[config.mk]
export PLATFORM = sky130hd
export DESIGN_NAME = mhjs_ctrl
export DESIGN_NICKNAME = d
export VERILOG_FILES = /design/src/rtl/mhjs_pkg.sv /design/src/rtl/mhjs_ctrl.sv
export SDC_FILE = /design/constraint.sdc
export NUM_CORES = 1
export LEC_CHECK = 0
export BUFFER_PORTS_ARGS = -buffer_cell sky130_fd_sc_hd__buf_2
export CAP_MARGIN = 20
export CELL_PAD_IN_SITES_DETAIL_PLACEMENT = 1
export CELL_PAD_IN_SITES_GLOBAL_PLACEMENT = 1
export CORE_AREA = 2 2 39 41
export DETAILED_ROUTE_END_ITERATION = 8
export DIE_AREA = 0 0 41 43
export GPL_ROUTABILITY_DRIVEN = 0
export PLACE_DENSITY_LB_ADDON = 0.25
export SLEW_MARGIN = 30
export SYNTH_ARGS = -nofsm -noshare
export SYNTH_HDL_FRONTEND = slang
export SYNTH_SLANG_ARGS = --single-unit
[constraint.sdc]
create_clock -name clk -period 2.8 [get_ports clk]
set_clock_uncertainty 0.05 [all_clocks]
set_input_delay 0.42 -clock clk [delete_from_list [all_inputs] [get_ports clk]]
set_output_delay 0.42 -clock clk [all_outputs]
set_load 0.02 [all_outputs]
[src/rtl/mhjs_pkg.sv]
`timescale 1ns / 1ps
`default_nettype none
// ----------------------------------------------------------------------------
// mhjs_pkg: shared types and constants
// Widths, heap entry layout and the controller/datapath command and status.
// ----------------------------------------------------------------------------
package mhjs_pkg;

  localparam int MAX_WORKERS = 256;
  localparam int IDX_W       = $clog2(MAX_WORKERS);
  localparam int CNT_W       = $clog2(MAX_WORKERS + 1);
  localparam int CFG_W       = 9;
  localparam int DUR_W       = 32;
  localparam int TIME_W      = 64;
  localparam int WID_W       = 8;
  localparam int ENT_W       = TIME_W + IDX_W;

  typedef struct packed {
    logic [TIME_W-1:0] free_time;
    logic [IDX_W-1:0]  worker_id;
  } ent_t;

  typedef struct packed {
    logic accept;
    logic rd_root;
    logic load_root;
    logic sift_rd;
    logic sift_cmp;
  } cmd_t;

  typedef struct packed {
    logic out_free;
    logic has_child;
    logic sink_done;
  } status_t;

endpackage
`default_nettype wire

[src/rtl/mhjs_ctrl.sv]
`timescale 1ns / 1ps
`default_nettype none
// ----------------------------------------------------------------------------
// mhjs_ctrl: scheduler controller
// Sequences job accept, root read, result hand-off and the sift-down walk.
// ----------------------------------------------------------------------------
module mhjs_ctrl import mhjs_pkg::*; (
  input  wire logic    clk,
  input  wire logic    rst_n,
  input  wire logic    in_valid,
  output logic         in_ready,
  input  wire status_t status,
  output cmd_t         cmd
);

  typedef enum logic [2:0] {
    S_IDLE,
    S_ROOT_RD,
    S_ROOT_WAIT,
    S_SIFT_RD,
    S_SIFT_CMP
  } state_t;

  state_t state_r, state_nxt;
  logic   in_ready_r;

  always_comb begin
    cmd       = '0;
    state_nxt = state_r;
    case (state_r)
      S_IDLE: begin
        if (in_valid && in_ready_r) begin
          cmd.accept = 1'b1;
          state_nxt  = S_ROOT_RD;
        end
      end
      S_ROOT_RD: begin
        cmd.rd_root = 1'b1;
        state_nxt   = S_ROOT_WAIT;
      end
      S_ROOT_WAIT: begin
        if (status.out_free) begin
          cmd.load_root = 1'b1;
          state_nxt     = S_SIFT_RD;
        end
      end
      S_SIFT_RD: begin
        cmd.sift_rd = 1'b1;
        state_nxt   = status.has_child ? S_SIFT_CMP : S_IDLE;
      end
      S_SIFT_CMP: begin
        cmd.sift_cmp = 1'b1;
        state_nxt    = status.sink_done ? S_IDLE : S_SIFT_RD;
      end
      default: begin
        state_nxt = S_IDLE;
      end
    endcase
  end

  always_ff @(posedge clk) begin
    if (!rst_n) begin
      state_r    <= S_IDLE;
      in_ready_r <= 1'b0;
    end else begin
      state_r    <= state_nxt;
      in_ready_r <= (state_nxt == S_IDLE);
    end
  end

  assign in_ready = in_ready_r;

endmodule
`default_nettype wire

==> summary.txt <==
GRT
  – Initial antenna violation count: 0
  – Largest net degree at the start of global routing: 9
  – Vias in the first global route: about 230
  – Grt ovf: 0
  – Global-route wire length before repair: about 970 um
  – GR Util met1: 0.0997
  – Met2 usage: 0.109
  – Grt peak-use layer: met2
  – Overall routing resource usage: 0.0904
  – Met3 Usage GRT: 0.0785

Cells and area
  – Commonest non-fill, non-tap cell in the layout: buf_2
  – Cell Count, Final, Fillers Out: 51
  – Synthesis-to-finish area growth: 36.5%
  – Share of layout cells above drive strength 1: 0.514
  – Final core occ: 0.243
  – # diodes: 0
  – Area of the multi-input gates: ~160 um2
  – Fin nets: 43
  – Most frequent cells in the layout: buf_2 (11), dfxtp_1 (4), clkbuf_4 (3)
  – Number of fill cells: 172
  – Register cell area after layout: about 80 um2

Hold path
  – Worst hold path class: in -> reg
  – Hold path startpoint: status[1]
  – Hold EP: state_r[2]
  – Worst hold path depth: 2

Synthesis
  – Leading area contributor after synthesis: dfxtp_1
  – FF+latch count, synth: 4
  – Mapped Area: ~250 um2
  – Syn Nets: 28
  – Post-Syn Instances: 22
  – Syn. warnings: 0
  – Distinct cell type count after synthesis: 16
  – Syn_area_per_cell: 11.2 um2
  – Sequential area share after synthesis: 0.325
  – Synth top area cells: dfxtp_1 (32%), nor4b_4 (9.6%), and3b_1 (7.1%)
  – Yosys top cell area share: 0.325

Critical path
  – CP Data Required Time: 2.33 ns
  – Crit-path max cell delay: 0.52 ns
  – Critical Path Fanout Max: 8
  – CP cell instances: nor4bb_2 > buf_2
  – Critical path capture point type: primary output
  – Reg2reg setup slack: 1.49 ns
  – Critical setup path kind: reg -> out
  – R2r worst-path depth: 3
  – FF-to-FF End: in_ready
  – Critical R2R Launch: state_r[1]
  – Critical path data arrival time: ~1.3 ns
  – CP startpoint kind: flip-flop
  – Crit path max-delay cell type: dfxtp_1

Status
  – Outcome: completed

Timing
  – Worst slew margin relative to its limit: 0.765
  – Fin crit share: 0.643
  – RSZ-0062 raised after global routing: no
  – Final Slew Violations: 0
  – Tightest Pin Transition: 0.351 ns
  – Final hold violations: 0
  – Final Setup Violations: 0
  – Final WS setup: 1.00 ns
  – Final Critical Period: approximately 1.8 ns
  – Total Neg Setup Slack: 0 ns
  – F_max: 0.556 GHz

Clock tree
  – Clock-pin slew on the worst setup and hold paths: 0.03 ns
  – Setup bufs post-CTS: 0
  – Num Clock Sinks: 4
  – Root buffer cell: clkbuf_4
  – Num CTS Buffers: 3
  – Max H-tree Level: 1
  – Worst-skew pair later-pin latency: 0.23 ns
  – CTS tree: done
  – Hold Buf Count CTS: 0
  – Post-CTS sizing: 0
  – Maximum root-to-sink buffer count: 2

Floorplanning
  – Die H: 43 um
  – Die Width: 41 um
  – Die area: 1760 um2
  – Top-Level Pins: 12
  – Core Rows: 14
  – Core Area: 1380 um2
  – Initial Utilization: 0.178

Drt
  – Average wire per standard cell: ~11 um
  – Drt drc: 0
  – Drt total wl: roughly 540 um
  – Final ANT Viol Nets: 0
  – DR vias/cell: 4.31
  – Vias post-DR: 220
  – DR iter-0 viols: 3
  – DR pass1 iterations: 2

Pwr
  – Internal power: 0.134 mW
  – Sequential power share: 0.391
  – Clock power frac: 0.365
  – Leakage power total: around 0.15 nW
  – Comb pwr share: 0.243
  – Cell Pwr Density: 556 nW/um2
  – Switching share of total power: 0.284
  – Worst vdd ir: 178 uV
  – Psw: 0.0530 mW

Placed design
  – IO buf count: 11
  – Dpl cells: 48
  – Pre-CTS setup slack: 1.25 ns
  – Post-DP HPWL: 457 um

Flow run
  – Max-cap check violation count: 0
[Yosys cell counts]
cell,count
and2_1,2
nor3_1,1
a211oi_2,1
nor3b_1,1
buf_4,1
nor4b_4,1
nor2_1,2
dfxtp_1,4
and4bb_1,1
and3_1,1
xnor2_1,1
o21a_1,1
nor2b_1,1
nor4bb_2,1
nor4b_2,1
and3b_1,2
[final cells by class]
class | instances | share of cell area
clock buffers | 3 | 0.0669
well taps | 16 | 0.0595
flip-flops and latches | 4 | 0.238
repair buffers | 11 | 0.164
multi-input cells | 17 | 0.472
[power by group through the flow]
stage	clock network [mW]	logic, mW	registers, mW
global placement	0	0.0458	0.0734
global route	0.0796	0.0508	0.0753
detailed placement	0	0.0466	0.0743
floorplan	0	0.0339	0.0722
finish	0.0683	0.0455	0.0732
CTS	0.0722	0.0467	0.0734
[how the worst max path moves through the flow]
| stage | start | end | slack, ns | cells past startpoint |
|---|---|---|---|---|
| final | state_r[1] | cmd[2] | 1.00 | 2 |
| after global routing | state_r[1] | cmd[2] | 0.86 | 2 |
| after global placement | status[2] | cmd[2] | 1.28 | 3 |
| after detailed placement | state_r[1] | cmd[2] | 1.25 | 2 |
| after CTS | state_r[1] | cmd[2] | 1.0 | 2 |
| after floorplan | state_r[0] | cmd[3] | 1.29 | 1 |
[metrics by stage]
step                      hold WS (ns)  power [mW]  cell area, um2
after floorplan                  0.487       0.106             246
after global placement           0.588       0.119             314
after detailed placement         0.604       0.121             314
after CTS                        0.379       0.192             337
after global routing             0.375       0.206             337
final                            0.384       0.187             337
[flip-flops by register name, indices dropped and copies added (netlist names)]
register,count
in_ready,1
state_r,3
[routing by layer]
metal,wire length [um],vias to the layer above,part of all wire
met2,258,11,0.48
met3,49,0,0.091
met1,232,100,0.43
met5,0,-,0
met4,0,0,0
li1,-,109,-
[critical path, delay by kind of cell (launching register included)]
| kind | cells | cell delay (ns) |
|---|---|---|
| buffers and inverters | 1 | 0.23 |
| and+or+nand+nor | 1 | 0.35 |
| DFF | 1 | 0.52 |
[logic make-up (layout without fill, tap and decap cells)]
logic type             after synthesis  in the layout  synth area share
buffers and inverters                1             14            0.0305
flip-flops                           4              4             0.325
AO/OA/AOI/OAI                        2              2            0.0812
XOR/XNOR                             1              1            0.0355
AND/OR/NAND/NOR                     14             14             0.528
Power figures use the tool's default switching activity.
